<file path="config.mk">
export PLATFORM = sky130hd
export DESIGN_NAME = gfm_fifo
export DESIGN_NICKNAME = d
export VERILOG_FILES = /design/src/hw/rtl/gfm_fifo.sv
export SDC_FILE = /design/constraint.sdc
export NUM_CORES = 1
export LEC_CHECK = 0
export ABC_AREA = 1
export ABC_CLOCK_PERIOD_IN_PS = 1350
export BUFFER_PORTS_ARGS = -buffer_cell sky130_fd_sc_hd__buf_2
export CORE_MARGIN = 10
export CORE_UTILIZATION = 44
export CTS_CLUSTER_SIZE = 8
export DETAILED_ROUTE_END_ITERATION = 7
export PLACE_DENSITY = 0.73
export SYNTH_ARGS = -nofsm -noshare
export SYNTH_HDL_FRONTEND = slang
export SYNTH_SLANG_ARGS = --single-unit
</file>
<file path="constraint.sdc">
create_clock -name clk -period 1.35 [get_ports clk]
set_input_delay 0.0675 -clock clk [delete_from_list [all_inputs] [get_ports clk]]
set_output_delay 0.0675 -clock clk [all_outputs]
set_load 0.1 [all_outputs]
</file>
<file path="src/hw/rtl/gfm_fifo.sv">
module gfm_fifo #(
    parameter int DATA_W = 8
) (
    input  logic              clk,
    input  logic              rst_n,
    input  logic              push,
    input  logic [DATA_W-1:0] wr_data,
    input  logic              pop,
    output logic [DATA_W-1:0] rd_data,
    output logic              full,
    output logic              empty
);

    localparam int DEPTH = 2;
    localparam int PTR_W = $clog2(DEPTH);
    localparam int CNT_W = $clog2(DEPTH + 1);

    logic [DATA_W-1:0] mem_reg [DEPTH];
    logic [PTR_W-1:0]  wr_ptr_reg, rd_ptr_reg;
    logic [CNT_W-1:0]  count_reg;
    logic              do_push, do_pop;

    assign full    = (count_reg == CNT_W'(DEPTH));
    assign empty   = (count_reg == '0);
    assign do_push = push && !full;
    assign do_pop  = pop && !empty;
    assign rd_data = mem_reg[rd_ptr_reg];

    always_ff @(posedge clk)
    begin
        if (do_push)
            mem_reg[wr_ptr_reg] <= wr_data;
    end

    always_ff @(posedge clk or negedge rst_n)
    begin
        if (!rst_n)
        begin
            wr_ptr_reg <= '0;
            rd_ptr_reg <= '0;
            count_reg  <= '0;
        end
        else
        begin
            if (do_push)
                wr_ptr_reg <= wr_ptr_reg + PTR_W'(1);
            if (do_pop)
                rd_ptr_reg <= rd_ptr_reg + PTR_W'(1);
            if (do_push && !do_pop)
                count_reg <= count_reg + CNT_W'(1);
            else if (do_pop && !do_push)
                count_reg <= count_reg - CNT_W'(1);
        end
    end

endmodule

</file>
==> summary by stage <==
Layout
The signed area change from the synthesized netlist to the final layout is 62.91%. Measured on the finished design, the core utilization comes to 0.7638. After filler insertion, the fill cell instance count of the layout stands at between 100 and 150. The register with the most flip-flops in the layout has 16 of them.

The post-layout instance area is between 1000 and 1500 um^2. The number of antenna diodes is 0. The final-stage net count is approximately 130.

The fraction of final layout cells sized beyond drive strength 1 is 0.4286.

Clock tree
The clock passes through at most 2 buffers. At the later pin of the worst-skew pair, clock insertion delay measures around 280 ps. The number of clock sinks is 20.

Clock tree synthesis inserted a total of 3 buffers. The clock transition at the registers of the reported paths is roughly 100 ps. In this run the number of H-tree levels came out at 1. Clock tree synthesis selected as its root buffer the cell clkbuf_4. The TritonCTS clock tree is yes.

Floorplanning
The overall die area is roughly 4000 um^2. The core area is about 1700 um^2. The floorplan has 15 rows. From bottom edge to top edge, the die measures 62.90 um. The die is 62.90 um wide. In this run the count of I/O pins placed on the die edge is 22. The effective utilization at floorplan is 0.4688.

Synthesis
Of the total synthesized cell area, the portion taken by XOR and XNOR cells is 0.01082. The number of distinct standard cells referenced by the synthesized netlist is 14. The primary flip-flop cell chosen by synthesis mapping is edfxtp_1. Summed over all instances, the cell type with the most area after synthesis is edfxtp_1.

The share of synthesized area spent on multiplexers is 0. The share of synthesized flip-flops with an asynchronous set or reset is 0.2000. By area, the combinational part of the netlist is dominated by simple AND/OR/NAND/NOR gates. The post-synthesis compound-gate area fraction was 0.01236.

Ranked by instance count, the synthesized netlist is headed by nand2_1 (33), edfxtp_1 (16), inv_1 (7). By area the synthesized netlist is led by edfxtp_1 (59%), nand2_1 (15%), dfrtp_1 (12%). Of the total synthesized cell area, the portion taken by AND, OR, NAND and NOR gates is 0.2009.

The adder-cell area share of the yosys netlist is 0.01546. In this run, synthesis inferred 16 flip-flops with an integrated enable. The share of synthesized area in the top cell type comes to 0.5935. The fraction of the yosys area taken by sequential cells is 0.7172.

The synthesized design contains 20 register bits. Each instance of the synthesized netlist takes up on average around 11 um^2. The net count after synthesis is 86. The synthesis warning total is 0.

The most frequently used cell type in the post-synthesis netlist is nand2_1. The synthesized instance count is 73. Summing every instance area after synthesis gives 809.5 um^2.

Detailed routing
The first detailed-routing pass took 4 iterations. For this block, the via count after detailed routing is 641. Dividing the detail-routed wire length by the instance count gives around 13 um.

The ratio of routed vias to standard cells is 4.679. After the first detailed-routing iteration, the DRC count stood at 19. The number of antenna-violating nets in the routed design is 0. The final routed DRC violation total is 0. The total wire length is between 1.5 and 2 mm.

Setup path
The signal on the critical path passes through o21ai_2, ha_4, inv_1, nand3_1, nand2_1, nand2_1. The standard cell with the maximum stage delay on the critical path is dfrtp_2. In this run the worst path has a maximum fanout of 7. The critical path's largest stage delay is slightly below 500 ps.

The worst path buffer plus inverter count is 1. The worst setup path is captured at a flop. Among the stages of the critical path, the cell type that occurs most often is nand2_1. The critical path is of the flop to flop type. STA classifies the critical path startpoint as a flop. The signal arrival time at the worst endpoint is between 1500 and 2000 ps. The endpoint required time on the critical path is 1540 ps. The family with the most delay on the worst path is flip-flops.

STA
At the pin with the least slew margin, the transition time is about 260 ps. The smallest clock period supported by the final layout is computed as between 1000 and 1500 ps. In the finished design, the share of the clock period the worst path needs comes to 0.9775. For the final routed database, the setup TNS stands at 0 ps.

Setup repair after global routing could not meet its margin everywhere. Setup violations remaining at the end of the flow were counted as 0. The worst-case headroom to the max-slew limit is 0.8218.

The max-slew violation count was 0. The clock arrives with roughly 0.70 ps of skew. The number of hold violations in the final report came to 0. The final hold slack is between 30 and 40 ps.

For this run, the top clock speed supported by timing is ~760 MHz.

GRT
The global-route wire length before repair is 2.842 mm. For this run the aggregate overflow at the end of global routing stands at 0. In the global route stage, overall resource usage came out at 0.08832. The maximum number of pins on one net before global-route repair is 12. The initial antenna violation count was 0.

The number of global-route vias before repair is 640.

Job
The max-capacitance violation count is 0.

Worst hold path
In this run the worst hold path is classified as primary input to flop.

Placed design
The number of port buffers is 21. The placed cell area is roughly 1100 um^2. The weighted congestion at the end of routability-driven global placement is 0.7691. The HPWL after detailed placement is approximately 1.3 mm.

Run status
The flow ran to the end, and the final reports show no timing, DRC or antenna violations.
-- metal layers --
| metal | track usage | part of all wire | vias to the layer above |
|---|---|---|---|
| li1 | - | - | 315 |
| met2 | 0.1637 | 0.56 | 15 |
| met4 | 0.04190 | 0.015 | 0 |
| met3 | 0.02867 | 0.047 | 2 |
| met5 | 0 | 0 | - |
| met1 | 0.08506 | 0.38 | 309 |
-- kinds of logic (layout without fill, tap and decap cells) --
group,Yosys count,count (layout)
xor gates and xnor gates,1,1
and+or+nand+nor,40,40
AOI/OAI and AO/OA,2,2
adders and majority gates,1,1
DFF,20,20
buffers and inverters,9,48
-- cell type report --
| type | instances | area, um^2 | area share |
|---|---|---|---|
| repair buffers | 36 | 402.9 | 0.3055 |
| clock buffers | 4 | 26.28 | 0.01992 |
| inverters | 8 | 32.53 | 0.02467 |
| multi-input cells | 44 | 242.7 | 0.1841 |
| well taps | 25 | 31.28 | 0.02372 |
| flip-flops and latches | 20 | 583.1 | 0.4421 |
-- through the flow --
stage,setup WS [ps],cells
2_1_floorplan,-332.6,73
3_3_place_gp,53.56,121
3_5_place_dp,-51.85,121
4_1_cts,1.779,135
5_1_grt,-58.43,137
6_report,30.41,137
-- tightest hold or removal path, stage by stage --
cell      delay (ps)
buf_2            110
nand3b_1          70
nand2_1           40
-- what timing repair did --
| action | CTS | global route |
|---|---|---|
| hold buffers | 9 | 0 |
| cloned | 0 | 0 |
| endpoints found under the setup margin | 9 | 14 |
| endpoints found under the hold margin | 20 | 0 |
| pin swaps | 0 | 0 |
| gates resized for setup | 3 | 3 |
| buffers inserted | 1 | 2 |
-- final timing paths --
path	startpoint	end	slack, ps	depth (start not counted)
worst max register to register	count_reg[0]	count_reg[1]	30	6
worst min register to register	wr_ptr_reg	wr_ptr_reg	520	2
worst min-delay path	pop	rd_ptr_reg	40	3
min in group asynchronous	rst_n	count_reg[1]	100	2
worst max-delay path	count_reg[0]	count_reg[1]	30	6
max in group asynchronous	rst_n	rd_ptr_reg	1120	2
-- cell usage in the layout (no fill, tap or decap), drive strengths merged --
cell type,count
nand4,1
clkbuf,4
nor2,4
buf,27
nand3b,1
nand2,33
dfrtp,4
xnor2,1
o21ai,2
inv,8
ha,1
dlygate4sd3,9
nand3,1
edfxtp,16
Power is left out: the tool's default activity adds up to more than one toggle a clock period on the data nets, which glitch-free logic cannot reach.
