### config.mk
export PLATFORM = sky130hd
export DESIGN_NAME = gfm_front
export DESIGN_NICKNAME = d
export VERILOG_FILES = /design/src/hw/rtl/gfm_pkg.sv /design/src/hw/rtl/gfm_front.sv
export SDC_FILE = /design/constraint.sdc
export NUM_CORES = 1
export LEC_CHECK = 0
export BUFFER_PORTS_ARGS = -buffer_cell sky130_fd_sc_hd__buf_4
export CAP_MARGIN = 20
export CORE_UTILIZATION = 40
export CTS_CLUSTER_SIZE = 10
export DETAILED_ROUTE_END_ITERATION = 8
export GPL_ROUTABILITY_DRIVEN = 0
export PLACE_DENSITY = 0.57
export SYNTH_ARGS = -nofsm -noshare
export SYNTH_HDL_FRONTEND = slang
export SYNTH_SLANG_ARGS = --single-unit
### constraint.sdc
create_clock -name clk -period 23.8 [get_ports clk]
set_input_delay 5.95 -clock clk [delete_from_list [all_inputs] [get_ports clk]]
set_output_delay 5.95 -clock clk [all_outputs]
set_load 0.1 [all_outputs]
### src/hw/rtl/gfm_pkg.sv
package gfm_pkg;

    localparam int MAX_DIM    = 4096;
    localparam int DIM_W      = 13;
    localparam int POS_W      = $clog2(MAX_DIM);
    localparam int DIST_W     = 2 * POS_W + 1;
    localparam int R2_W       = 2 * DIM_W;

    localparam int WFRAC      = 16;
    localparam int WEIGHT_W   = WFRAC + 1;
    localparam logic [WEIGHT_W-1:0] WEIGHT_ONE = {1'b1, {WFRAC{1'b0}}};

    // distance ratio: integer part selects the exp table range, fraction feeds the series
    localparam int RATIO_FRAC = 16;
    localparam int INT_BITS   = 5;
    localparam int QUO_W      = INT_BITS + RATIO_FRAC;

    // q30 arithmetic of the exponent
    localparam int QF         = 30;
    localparam int QV_W       = QF + 1;
    localparam logic [QV_W-1:0] Q_ONE = {1'b1, {QF{1'b0}}};
    localparam int TERMS      = 16;
    localparam int K_W        = 5;
    localparam int RCP_W      = 32;

    // configuration register indexes
    typedef enum logic [1:0] {
        CFG_FRAME_ROWS = 2'd0,
        CFG_FRAME_COLS = 2'd1,
        CFG_RADIUS     = 2'd2,
        CFG_PASS_MODE  = 2'd3
    } cfg_idx_t;

    typedef struct packed {
        logic [DIST_W-1:0] dist2;
        logic              last;
        logic              err;
    } desc_t;

    // floor(2^31 / k) for the series divisors
    function automatic logic [RCP_W-1:0] recip(input logic [K_W-1:0] k);
        logic [RCP_W-1:0] r;
        unique case (k)
            5'd1:    r = 32'd2147483648;
            5'd2:    r = 32'd1073741824;
            5'd3:    r = 32'd715827882;
            5'd4:    r = 32'd536870912;
            5'd5:    r = 32'd429496729;
            5'd6:    r = 32'd357913941;
            5'd7:    r = 32'd306783378;
            5'd8:    r = 32'd268435456;
            5'd9:    r = 32'd238609294;
            5'd10:   r = 32'd214748364;
            5'd11:   r = 32'd195225786;
            5'd12:   r = 32'd178956970;
            5'd13:   r = 32'd165191049;
            5'd14:   r = 32'd153391689;
            5'd15:   r = 32'd143165576;
            5'd16:   r = 32'd134217728;
            default: r = '0;
        endcase
        return r;
    endfunction

    function automatic logic [DIM_W-1:0] clamp_dim(input logic [DIM_W-1:0] v);
        logic [DIM_W-1:0] r;
        if (v < DIM_W'(2))
            r = DIM_W'(2);
        else if (v > DIM_W'(MAX_DIM))
            r = DIM_W'(MAX_DIM);
        else
            r = v;
        return r;
    endfunction

endpackage

### src/hw/rtl/gfm_front.sv
module gfm_front (
    input  logic                      clk,
    input  logic                      rst_n,
    input  logic                      accept,
    input  logic                      frame_start,
    input  logic [gfm_pkg::DIM_W-1:0] frame_rows,
    input  logic [gfm_pkg::DIM_W-1:0] frame_cols,
    input  logic [gfm_pkg::DIM_W-1:0] radius,
    output gfm_pkg::desc_t            desc
);

    localparam int POS_W = gfm_pkg::POS_W;
    localparam int DIM_W = gfm_pkg::DIM_W;
    localparam int SQ_W  = 2 * POS_W;

    logic [POS_W-1:0] row_reg, row_next;
    logic [POS_W-1:0] col_reg, col_next;
    logic [DIM_W-1:0] rows, cols, rows_m1, cols_m1;
    logic [POS_W-1:0] row_cur, col_cur, cr, cc, dr, dc;
    logic [SQ_W-1:0]  dr2, dc2;

    always_comb
    begin
        rows    = gfm_pkg::clamp_dim(frame_rows);
        cols    = gfm_pkg::clamp_dim(frame_cols);
        rows_m1 = rows - DIM_W'(1);
        cols_m1 = cols - DIM_W'(1);
        row_cur = frame_start ? '0 : row_reg;
        col_cur = frame_start ? '0 : col_reg;
        cr      = POS_W'(rows >> 1);
        cc      = POS_W'(cols >> 1);
        dr      = (row_cur >= cr) ? (row_cur - cr) : (cr - row_cur);
        dc      = (col_cur >= cc) ? (col_cur - cc) : (cc - col_cur);
        dr2     = SQ_W'(dr) * SQ_W'(dr);
        dc2     = SQ_W'(dc) * SQ_W'(dc);

        desc.dist2 = gfm_pkg::DIST_W'(dr2) + gfm_pkg::DIST_W'(dc2);
        desc.err   = (radius == '0) || (radius > rows) || (radius >= cols);
        desc.last  = (DIM_W'(row_cur) == rows_m1) && (DIM_W'(col_cur) == cols_m1);

        // raster walk, wraps early when the frame shrank under the counters
        if (DIM_W'(col_cur) >= cols_m1)
        begin
            col_next = '0;
            row_next = (DIM_W'(row_cur) >= rows_m1) ? '0 : row_cur + POS_W'(1);
        end
        else
        begin
            col_next = col_cur + POS_W'(1);
            row_next = row_cur;
        end
    end

    always_ff @(posedge clk or negedge rst_n)
    begin
        if (!rst_n)
        begin
            row_reg <= '0;
            col_reg <= '0;
        end
        else if (accept)
        begin
            row_reg <= row_next;
            col_reg <= col_next;
        end
    end

endmodule

==> impl_results.md <==
- Status: finished, final reports clean
- Post-CTS Setup Repair Bufs: 0
- CTS tree: done
- CP Launch Type: input port
- Synth Cell Area: 13600 sq um
- Initial Util: 40.7%
- # hold bufs at CTS: 0
- Synth top area cells: fa_1 30%, ha_1 19%, inv_1 9.1%
- # port buffers: 69
- First-pass DRT Iterations: 5
- Initial DRC Count: roughly 630
- Fmax: 43.4 MHz
- Core area: roughly 34000 sq um
- DP HPWL: 30600 microns
- Syn. warnings: 0
- Final setup violation count: 0
- Number of distinct library cells after synthesis: 77
- Die W: 187 microns
- Num Clock Sinks: 24
- Vias: about 11000
- Slew Limit Fails: 0
- Clock insertion delay at the later pin of the skew report: between 200 and 300 ps
- Post-synth EDFFs: 0
- Asr flop ratio synth: between 90% and 100%
- Vias in the first global route: approximately 12000
- CP Class: input port to output port
- CP arrival: roughly 17000 ps
- Synth Instances: between 1500 and 2000
- Biggest fanout along the worst timing path: 11
- Drt total wl: around 35000 microns
- CTS Buf Count: 3
- Cell mode on critical path: fa_1
- H-tree depth: 1
- Ys flop type: dfrtp_1
- Tightest Pin Transition: ~1100 ps
- Syn_nets: between 2000 and 2500
- Fillers: ~3400
- RSZ-0062 raised after global routing: false
- Worst setup EP type: output port
- CP required: ~18000 ps
- Per-cell routed wire length: ~16 microns
- Sum of negative setup slack: 0 ps
- Largest net degree at the start of global routing: 26
- Total grt overflow: 0
- Most frequent cells in the layout: 329 x inv_1, 207 x ha_1, 206 x fa_1, 136 x nand2_1, 128 x nor2_1
- Seq/Total Area, Yosys: 4.40%
- N_diodes: 0
- Post-route DRC: 0
- Share of cells above drive strength 1: between 7 and 8%
- Final min period: roughly 23000 ps
- Synth Register Bits: 24
- Skew final: between 5 and 6 ps
- Largest area contributor in the netlist: fa_1
- Clock slew at reported path FFs: about 70 ps
- Height of the die: 187 microns
- Initial antenna violation count: 0
- CP max stage cell: or4_1
- Max_cap viols: 0
- GRT Util Overall: between 20 and 25%
- Min-Delay Path Class: flip-flop to flip-flop
- Synthesis-to-finish area growth: 8.54%
- Die area: roughly 35000 sq um
- Routed Antenna Nets: 0
- Period Utilization, post-route: a little under 100%
- Vias per cell: about 5.3
- Cell Rows: between 60 and 70
- Root Driver: clkbuf_16
- Avg Cell Area, Syn: roughly 8.2 sq um
- # IOs: 70
- Fin. Hold Viols: 0
- Maximum root-to-sink buffer count: 2
- Post-cts gate resize count: 0
- Leading cell type in the layout, fill and taps excluded: inv_1
- Slew margin rel.: ~29%
- Top-area cell type share of the netlist area: 30.2%
- First-pass GRT wire length: 59200 microns
- Final #Nets: between 2000 and 2500
- CP max stage delay: between 600 and 700 ps
[logic make-up after synthesis]
family	after synthesis	share of synthesized area, %
AND/OR/NAND/NOR	488	17.3
adder cells (fa/ha/maj)	413	49.2
buffers and inverters	383	10.7
AO/OA/AOI/OAI	274	13.4
XOR/XNOR	59	3.84
flip-flops	24	4.40
multiplexers	16	1.21
[critical path, delay by kind of cell]
| kind | cells | cell delay [ps] |
|---|---|---|
| AO/OA/AOI/OAI | 10 | 2720 |
| AND/OR/NAND/NOR | 7 | 2220 |
| XOR/XNOR | 2 | 550 |
| adder cells (fa/ha/maj) | 9 | 4410 |
| multiplexers | 1 | 170 |
| buffers and inverters | 7 | 1070 |
[cell type report]
cell class	instances	area, sq um	share of cell area, %
sequential	24	601	4.06
timing repair buffer	90	676	4.56
multi-input combinational	1250	11600	78.3
inverter	338	1270	8.57
tap	448	561	3.79
clock inverter	1	30.0	0.203
clock buffer	3	75.1	0.507
[metrics by stage]
step / setup WS [ps] / hold WS (ps) / util [%] / cells / instance area (sq um)
2_1_floorplan: 1090 / 451 / - / 1657 / 13600
6_report: 732 / 496 / 44.2 / 2154 / 14800
3_3_place_gp: 1010 / 485 / 43.8 / 2150 / 14700
3_5_place_dp: 762 / 494 / 43.8 / 2150 / 14700
4_1_cts: 745 / 503 / 44.2 / 2154 / 14800
5_1_grt: 83.3 / 521 / 44.2 / 2154 / 14800
[synth_stat cells (18+ instances only)]
cell type  instances
inv_1            329
ha_1             207
fa_1             206
nand2_1          136
nor2_1           128
a21oi_1           71
o21ai_0           65
xnor2_1           40
clkbuf_1          36
nand3_1           34
nor3_1            33
nor2b_1           26
a21o_1            24
dfrtp_1           24
nand4_1           21
and3_1            20
nand2b_1          19
xor2_1            18
[routing by layer]
metal	vias to the layer above	global-route usage [%]	routed length, microns
li1	5503	-	-
met5	-	0	0
met4	0	2.43	403
met1	5604	29.5	17400
met2	243	35.5	16200
met3	31	0.621	1050
[worst paths after layout]
check | start | end | slack, ps | depth (start not counted)
worst max-delay path | frame_rows[5] | desc[25] | 730 | 36
worst min-delay path | row_reg[5] | row_reg[5] | 500 | 1
worst max register to register | col_reg[1] | row_reg[10] | 20650 | 11
worst min register to register | row_reg[5] | row_reg[5] | 500 | 1
max in group asynchronous | rst_n | col_reg[2] | 17960 | 1
min in group asynchronous | rst_n | row_reg[10] | 5580 | 1
Power is left out: the tool's default activity adds up to more than one toggle a clock period on the data nets, which glitch-free logic cannot reach.
