**src/hw/rtl/gfm_pkg.sv**
```systemverilog
package gfm_pkg;

    localparam int MAX_DIM    = 4096;
    localparam int DIM_W      = 13;
    localparam int POS_W      = $clog2(MAX_DIM);
    localparam int DIST_W     = 2 * POS_W + 1;
    localparam int R2_W       = 2 * DIM_W;

    localparam int WFRAC      = 16;
    localparam int WEIGHT_W   = WFRAC + 1;
    localparam logic [WEIGHT_W-1:0] WEIGHT_ONE = {1'b1, {WFRAC{1'b0}}};

    // distance ratio: integer part selects the exp table range, fraction feeds the series
    localparam int RATIO_FRAC = 16;
    localparam int INT_BITS   = 5;
    localparam int QUO_W      = INT_BITS + RATIO_FRAC;

    // q30 arithmetic of the exponent
    localparam int QF         = 30;
    localparam int QV_W       = QF + 1;
    localparam logic [QV_W-1:0] Q_ONE = {1'b1, {QF{1'b0}}};
    localparam int TERMS      = 16;
    localparam int K_W        = 5;
    localparam int RCP_W      = 32;

    // configuration register indexes
    typedef enum logic [1:0] {
        CFG_FRAME_ROWS = 2'd0,
        CFG_FRAME_COLS = 2'd1,
        CFG_RADIUS     = 2'd2,
        CFG_PASS_MODE  = 2'd3
    } cfg_idx_t;

    typedef struct packed {
        logic [DIST_W-1:0] dist2;
        logic              last;
        logic              err;
    } desc_t;

    // floor(2^31 / k) for the series divisors
    function automatic logic [RCP_W-1:0] recip(input logic [K_W-1:0] k);
        logic [RCP_W-1:0] r;
        unique case (k)
            5'd1:    r = 32'd2147483648;
            5'd2:    r = 32'd1073741824;
            5'd3:    r = 32'd715827882;
            5'd4:    r = 32'd536870912;
            5'd5:    r = 32'd429496729;
            5'd6:    r = 32'd357913941;
            5'd7:    r = 32'd306783378;
            5'd8:    r = 32'd268435456;
            5'd9:    r = 32'd238609294;
            5'd10:   r = 32'd214748364;
            5'd11:   r = 32'd195225786;
            5'd12:   r = 32'd178956970;
            5'd13:   r = 32'd165191049;
            5'd14:   r = 32'd153391689;
            5'd15:   r = 32'd143165576;
            5'd16:   r = 32'd134217728;
            default: r = '0;
        endcase
        return r;
    endfunction

    function automatic logic [DIM_W-1:0] clamp_dim(input logic [DIM_W-1:0] v);
        logic [DIM_W-1:0] r;
        if (v < DIM_W'(2))
            r = DIM_W'(2);
        else if (v > DIM_W'(MAX_DIM))
            r = DIM_W'(MAX_DIM);
        else
            r = v;
        return r;
    endfunction

endpackage

```
**src/hw/rtl/gfm_div.sv**
```systemverilog
module gfm_div (
    input  logic                       clk,
    input  logic                       rst_n,
    input  logic                       start,
    input  logic [gfm_pkg::DIST_W-1:0] dividend,
    input  logic [gfm_pkg::R2_W-1:0]   divisor,
    output logic                       done,
    output logic                       overflow,
    output logic [gfm_pkg::QUO_W-1:0]  quotient
);

    localparam int QUO_W  = gfm_pkg::QUO_W;
    localparam int R2_W   = gfm_pkg::R2_W;
    localparam int IB     = gfm_pkg::INT_BITS;
    localparam int CNT_W  = $clog2(QUO_W + 1);
    localparam int CMP_W  = R2_W + IB;

    logic              busy_reg, done_reg, ovf_reg;
    logic [CNT_W-1:0]  cnt_reg;
    logic [R2_W-1:0]   rem_reg, den_reg;
    logic [QUO_W-1:0]  bits_reg, quo_reg;
    logic [R2_W:0]     trial;
    logic              qbit;
    logic              big;

    assign done     = done_reg;
    assign overflow = ovf_reg;
    assign quotient = quo_reg;

    // a ratio of 2^IB or more lies beyond the exp table
    assign big   = (CMP_W'(dividend) >= (CMP_W'(divisor) << IB));
    assign trial = {rem_reg, bits_reg[QUO_W-1]};
    assign qbit  = (trial >= {1'b0, den_reg});

    always_ff @(posedge clk or negedge rst_n)
    begin
        if (!rst_n)
        begin
            busy_reg <= 1'b0;
            done_reg <= 1'b0;
            ovf_reg  <= 1'b0;
            cnt_reg  <= '0;
            rem_reg  <= '0;
            den_reg  <= '0;
            bits_reg <= '0;
            quo_reg  <= '0;
        end
        else
        begin
            done_reg <= 1'b0;
            if (start)
            begin
                den_reg  <= divisor;
                ovf_reg  <= big;
                rem_reg  <= R2_W'(dividend >> IB);
                bits_reg <= {dividend[IB-1:0], {gfm_pkg::RATIO_FRAC{1'b0}}};
                quo_reg  <= '0;
                cnt_reg  <= CNT_W'(QUO_W);
                busy_reg <= !big;
                done_reg <= big;
            end
            else if (busy_reg)
            begin
                rem_reg  <= qbit ? R2_W'(trial - {1'b0, den_reg}) : R2_W'(trial);
                quo_reg  <= {quo_reg[QUO_W-2:0], qbit};
                bits_reg <= bits_reg << 1;
                cnt_reg  <= cnt_reg - CNT_W'(1);
                if (cnt_reg == CNT_W'(1))
                begin
                    busy_reg <= 1'b0;
                    done_reg <= 1'b1;
                end
            end
        end
    end

endmodule

```
**config.mk**
```make
export PLATFORM = sky130hd
export DESIGN_NAME = gfm_div
export DESIGN_NICKNAME = d
export VERILOG_FILES = /design/src/hw/rtl/gfm_pkg.sv /design/src/hw/rtl/gfm_div.sv
export SDC_FILE = /design/constraint.sdc
export NUM_CORES = 1
export LEC_CHECK = 0
export BUFFER_PORTS_ARGS = -buffer_cell sky130_fd_sc_hd__buf_2
export CORE_AREA = 2 2 110 112
export DETAILED_ROUTE_END_ITERATION = 10
export DIE_AREA = 0 0 112 114
export PLACE_DENSITY = 0.7
export SYNTH_ARGS = -nofsm -noshare
export SYNTH_HDL_FRONTEND = slang
export SYNTH_SLANG_ARGS = --single-unit
```
**constraint.sdc**
```tcl
create_clock -name clk -period 3.1 [get_ports clk]
set_input_delay 0.31 -clock clk [delete_from_list [all_inputs] [get_ports clk]]
set_output_delay 0.31 -clock clk [all_outputs]
set_load 0.01 [all_outputs]
```
==> impl_metrics.toml, run 1 <==
[status]
status = "finished, final reports clean"

[power]
p_leak_nw = 3.47
ir_drop_uv = 364
p_total_mw = 5.44
powerDensity_nw_per_um2 = 819

[global_route]
grt_max_degree = 101
antenna_found_initial = 0
grt_pass1_wl_um = 23000
grt_usage_pct = 22.2
grt_pass1_vias = 4947
grt-ovfl-total = 0

[yosys]
syn-num-nets = 751
synth_enable_flop_cells = 0
yosys_warnings = 0
yosysSeqAreaShare_pct = 37.7
synth_top_area_share_pct = 37.7
synth_top_cell_by_area = "dfrtp_1"
post_synth_instance_area_um2 = 5710
ys_ff_latch = 86
ys.flop_type = "dfrtp_1"
synth-async-reset-ratio_pct = 100
syn_area_per_cell_um2 = 8.81
synth_cells = 648
yosys-top-cells-area = "dfrtp_1, ha_1, mux2i_1, nand2_1, o21ai_0"
synth_cell_types = 65

[sta]
rsz0062_at_grt = "true"
setup_ws_ns = 0.143
finalCritPeriodShare_pct = 95.4
worst_clock_skew_ns = 0.00770
worstMarginPinSlew_ns = 0.940
hold_slack_ns = 0.179
maxSlewViolCount = 0
maxSlewHeadroom_pct = 37.4
min_period_ns = 2.96
timing.fmax_mhz = 338
setup-violations-final = 0
setup_tns_ns = 0
hold_viol_final = 0

[drt]
vias = 4927
routed_via_density = 5.63
drtAntennaViolNets = 0
drc = 0
postRouteWirelength_um = 13900
wire_per_inst_um = 15.9
firstDrtPassIters = 4
drtIter0Drc = 279

[critical_path]
cp_top_family = "compound AO/OA/AOI/OAI gates"
slowest_stage = "a2111o_1"
worstPathRequired_ns = 3.30
worstSetupEndpointType = "flop"
cp_data_arrival_time_ns = 3.15
critPathBufInv = 1
crit_path_start_kind = "flop"
cpPeakStageDelay_ns = 0.45
crit_type = "reg2reg"
crit_chain = "inv_1 -> ha_1 -> nor2b_1 -> o31ai_2 -> a21oi_2 -> a2111o_1 -> and2_4 -> or3_4 -> mux2_4 -> mux2i_1 -> o21ai_1"
cp_max_fo = 9

[floorplanning]
initial_core_util_pct = 48.8
core_area_um2 = 11700
fp.dieW_um = 112
ios = 77
rows = 40
die_area_um2 = 12800
die_h_um = 114

[placed_design]
dpl.hpwl_um = 10100
place_congestion = 0.910
place_area_um2 = 6280
io_buffer_count = 76
preCtsSetupSlack_ns = 0.00398

[cts]
cts_tree = "built"
cts_root_buffer = "clkbuf_16"
h-tree-depth = 3
clk_path_buf_depth = 2
clk_latency_ns = 0.35
clk_pin_slew_worst_paths_ns = 0.06
cts_buffers = 9
cts.sinks = 86

[layout]
final_area_um2 = 6640
fin_nets = 826
drive_gt1_share_pct = 18.1
diodes = 0
area_growth_pct = 16.3

[flow_run]
maxCapViolCount = 0

[hold_path]
hold_path_class = "in2reg"
report_power, final:
| group | switching (mW) | internal (mW) | total (mW) |
|---|---|---|---|
| clock | 0.471 | 0.632 | 1.10 |
| sequential | 0.168 | 1.33 | 1.50 |
| combinational | 1.55 | 1.29 | 2.84 |
| total | 2.19 | 3.25 | 5.44 |
worst paths after layout:
path                        startpoint     endpoint  slack (ns)  cells after the start
hold reg to reg            rem_reg[25]  rem_reg[25]        0.51                      2
setup reg to reg            den_reg[1]  rem_reg[14]        0.14                     11
setup / recovery            den_reg[1]  rem_reg[14]        0.14                     11
min in group asynchronous        rst_n   rem_reg[4]        0.50                      2
max in group asynchronous        rst_n  rem_reg[17]        1.76                      3
hold / removal              divisor[4]   den_reg[4]        0.18                      3
worst register-to-register path: cells and delay by family (launching register included):
| family | cells | cell delay, ns |
|---|---|---|
| multiplexers | 2 | 0.45 |
| AND/OR/NAND/NOR | 3 | 0.74 |
| AO/OA/AOI/OAI | 4 | 0.90 |
| flip-flops | 1 | 0.37 |
| adder cells (fa/ha/maj) | 1 | 0.28 |
| buffers and inverters | 1 | 0.06 |
cells in the mapped netlist (all sizes together) (3+ instances only):
master,instances
dfrtp,86
nand4,8
mux2i,28
nor3,15
and2,3
a21boi,3
nand2,70
nand2b,9
a311oi,9
and3,5
a221oi,3
a31oi,3
clkbuf,22
nand3,9
a211oi,7
nor3b,7
o41ai,5
xnor2,12
or3,3
a21o,14
nor4,5
ha,48
o31ai,6
o21a,6
inv,57
xor2,10
o21ai,55
nor2b,7
buf,9
a21oi,38
nor2,55
area by class of cell:
type	count	area [µm²]
Tap cell	147	184
Inverter	57	214
Timing Repair Buffer	95	531
Clock buffer	10	229
Clock inverter	6	71.3
Multi-Input combinational cell	474	3260
Sequential cell	86	2150
Fill cell	1088	5070
timing repair:
| action | CTS | global route |
|---|---|---|
| endpoints found under the hold margin | 41 | 0 |
| pin swaps | 0 | 1 |
| gates resized for setup | 1 | 10 |
| setup endpoints to repair | 1 | 17 |
| setup buffers | 0 | 0 |
| hold buffers | 1 | 0 |
cell usage in the layout, fill, tap and decap left out, types with 14 or more instances in the layout:
cell type,instances
inv_1,57
buf_4,20
dfrtp_1,85
a21oi_1,36
o21ai_0,50
ha_1,47
mux2i_1,28
a21o_1,14
nor2_1,55
nand2_1,70
buf_2,74
through the flow:
step                instances  util, %
floorplan                 648        -
detailed placement        858     53.6
CTS                       875     56.3
finish                    875     56.7
global placement          858     53.6
global route              875     56.7
kinds of logic (layout without fill, tap and decap cells):
group,Yosys count,count (layout),share of synthesized area (%)
xor gates and xnor gates,22,22,3.37
AOI/OAI and AO/OA,167,167,19.1
muxes,30,30,5.37
DFF,86,86,37.7
buffers and inverters,88,168,6.18
adders and majority gates,49,49,10.9
and+or+nand+nor,206,206,17.5
per-layer routing:
| metal | wire (µm) | up-vias | global-route usage [%] |
|---|---|---|---|
| met5 | 0 | - | 0 |
| li1 | - | 2436 | - |
| met2 | 6920 | 97 | 39.1 |
| met3 | 676 | 13 | 4.94 |
| met1 | 6080 | 2381 | 27.2 |
| met4 | 201 | 0 | 7.40 |
Note: power is estimated with default switching activity, not from simulation.
==> inputs of run 2 (changes only) <==
--- a/config.mk
+++ b/config.mk
@@ -7,7 +7,8 @@
 export LEC_CHECK = 0
+export ABC_AREA = 1
 export BUFFER_PORTS_ARGS = -buffer_cell sky130_fd_sc_hd__buf_2
-export CORE_AREA = 2 2 110 112
+export CORE_AREA = 2 2 115 117
 export DETAILED_ROUTE_END_ITERATION = 10
-export DIE_AREA = 0 0 112 114
-export PLACE_DENSITY = 0.7
+export DIE_AREA = 0 0 117 119
+export PLACE_DENSITY = 0.69
 export SYNTH_ARGS = -nofsm -noshare
==> constraint.sdc (replaced) <==
create_clock -name clk -period 3.1 [get_ports clk]
set_input_delay 0.155 -clock clk [delete_from_list [all_inputs] [get_ports clk]]
set_output_delay 0.155 -clock clk [all_outputs]
set_load 0.01 [all_outputs]
==> run 2 against run 1 <==
  * Global-route usage up 2.9 points
  * Die area up 9.0%
  * Power down 8.7%
  * Non-clock buffer count down 11
  * Sequential cell count unchanged
  * Combinational power down 13%
  * Register-to-register slack better by 0.34 ns
  * Sequential share of layout area down 1.9 points
  * Clock power about the same
  * Largest cell class unchanged
==> impl_metrics.toml, run 2 <==
[hold_path]
hold_path_class = "in2reg"
worstHoldStart = "divisor[3]"
hold_path_end = "den_reg[3]"
holdPathStages = 3

[placed_design]
dpl.hpwl_um = 12200
io_buffer_count = 76
place_congestion = 0.966
place_inst = 1124

[critical_path]
r2r_setup_slack_ns = 0.48
r2r-end = "rem_reg[18]"
crit_start = "rem_reg[9]"
crit_type = "reg2reg"
worstSetupEndpointType = "flop"
crit_path_start_kind = "flop"
r2r_cells = 11
cp_data_arrival_time_ns = 2.86
worstPathRequired_ns = 3.35
r2r_start = "rem_reg[9]"
cp_max_fo = 32

[drt]
wire_per_inst_um = 14.2
drtAntennaViolNets = 0
postRouteWirelength_um = 16200
drc = 0
drtIter0Drc = 354
routed_via_density = 5.10
firstDrtPassIters = 5
vias = 5819

[yosys]
syn-num-nets = 993
synth_enable_flop_cells = 0
synth_most_common_cell = "nand2_1"
yosys-top-cells-area = "dfrtp_1, nand2_1, inv_1, ha_1, nand3_1"
synth_common_cells = "nand2_1, inv_1, dfrtp_1, nand3_1, nor2_1"
post_synth_instance_area_um2 = 6190
synth_top_area_share_pct = 34.8
synth_top_cell_by_area = "dfrtp_1"
yosys_warnings = 0
syn_area_per_cell_um2 = 6.95
synth_cell_types = 37
yosysSeqAreaShare_pct = 34.8
ys.flop_type = "dfrtp_1"
synth_cells = 890
ys_ff_latch = 86
synth-async-reset-ratio_pct = 100

[power]
switchingPower_mw = 2.25
p_int_mw = 2.71
pwr-share-comb_pct = 49.9
power_frac_clock_pct = 21.6
ir_drop_uv = 422
powerDensity_nw_per_um2 = 705
p_sw_share_pct = 45.4
power_frac_seq_pct = 28.5
p_leak_nw = 3.86

[layout]
final_common_cell = "nand2_1"
fill_cells = 1267
final_cell_mix = "nand2_1, inv_1, dfrtp_1"
diodes = 0
fin_cells = 1141
drive_gt1_share_pct = 12.6
fin_nets = 1063
area_growth_pct = 13.8

[sta]
setup-violations-final = 0
maxSlewHeadroom_pct = 52.8
rsz0062_at_grt = "false"
finalCritPeriodShare_pct = 84.4
hold_viol_final = 0
worstMarginPinSlew_ns = 0.707
setup_tns_ns = 0
maxSlewViolCount = 0
timing.fmax_mhz = 382
min_period_ns = 2.62
worst_clock_skew_ns = 0.00854

[cts]
post_cts_buffers = 0
cts_buffers = 9
ctsResizeCount = 0
clk_pin_slew_worst_paths_ns = 0.07
clk_latency_ns = 0.36
cts_tree = "built"
cts.sinks = 86
clk_path_buf_depth = 2
h-tree-depth = 3
cts_root_buffer = "clkbuf_16"

[status]
status = "finished, final reports clean"

[global_route]
grt_max_degree = 87
grt-ovfl-total = 0
grt_usage_pct = 25.1
antenna_found_initial = 0
grt_pass1_vias = 5605
grt_pass1_wl_um = 27200

[flow_run]
maxCapViolCount = 0

[floorplanning]
ios = 77
die_area_um2 = 13900
die_h_um = 119
core_area_um2 = 12900
fp.dieW_um = 117
rows = 42
initial_core_util_pct = 48.1
==> run 2: cell types whose count changed in the layout (fill, tap and decap cells not counted), sizes merged, moves of 11 or more <==
cell	change
nand2	+199
inv	+110
nand3	+62
mux2i	-28
o22ai	+19
nand4	+17
a22oi	+16
a21o	-14
o21ai	-13
buf	-11
==> run 2: how the worst max path moves through the flow <==
stage	slack [ns]	cells past startpoint	to
after floorplan	1.18	12	rem_reg[12]
after global placement	0.55	11	rem_reg[18]
after detailed placement	0.54	11	rem_reg[18]
after CTS	0.53	11	rem_reg[18]
after global routing	0.33	13	rem_reg[18]
final	0.48	11	rem_reg[18]
==> run 2: repair_timing <==
item | CTS | global route
endpoints found under the setup margin | 0 | 0
hold buffers | 1 | 0
endpoints found under the hold margin | 86 | 0
==> run 2: cells by family after synthesis <==
group                    Yosys count  synth area share [%]
AO/OA/AOI/OAI                    117                  11.5
XOR/XNOR                          10                  1.42
adder cells (fa/ha/maj)           49                  10.0
buffers and inverters            190                  12.0
flip-flops                        86                  34.8
AND/OR/NAND/NOR                  438                  30.3
==> run 2: final cells by class <==
class                      instances  area (µm²)  share of cell area, %
sequential                        86        2150                   30.6
multi-input combinational        614        3300                   46.9
clock buffer                       9         225                   3.20
clock inverter                     7        67.6                  0.959
tap                              176         220                   3.13
inverter                         165         619                   8.79
timing repair buffer              84         458                   6.50
==> run 2: critical path, cell delays in order, from the launching register on <==
cell and delay, ns:
dfrtp_1 0.44, ha_1 0.38, nand2_1 0.13, inv_1 0.07
a21oi_2 0.16, nand3_1 0.26, nand2_2 0.18, nand3_4 0.35
nand2_2 0.32, nand2_1 0.09, nand2_1 0.07, nand2_1 0.04
==> run 2: per-layer routing <==
metal | wire length [µm] | vias up | share of wire (%) | track usage (%)
met2 | 7450 | 132 | 46 | 39.9
met5 | 0 | - | 0 | 0
met3 | 849 | 28 | 5.2 | 4.53
met4 | 295 | 0 | 1.8 | 7.72
li1 | - | 2989 | - | -
met1 | 7630 | 2670 | 47 | 34.7
==> run 2: metrics by stage <==
step                total power [mW]  util (%)  instance area, µm²  worst slack [ns]  hold WS, ns
floorplan                       3.33         -                6190              1.18       -0.141
global placement                3.86      52.4                6740             0.546        0.228
detailed placement              3.88      52.4                6740             0.545        0.234
CTS                             4.97      54.7                7040             0.530       0.0128
global route                    5.42      54.7                7040             0.329       0.0232
finish                          4.97      54.7                7040             0.485       0.0194
==> run 2: power by group through the flow <==
stage          clock (mW)  sequential (mW)  combinational [mW]
4_1_cts              1.09             1.41                2.46
5_1_grt              1.15             1.44                2.83
6_report             1.07             1.41                2.48
2_1_floorplan           0             1.40                1.93
3_3_place_gp            0             1.43                2.44
3_5_place_dp            0             1.43                2.45
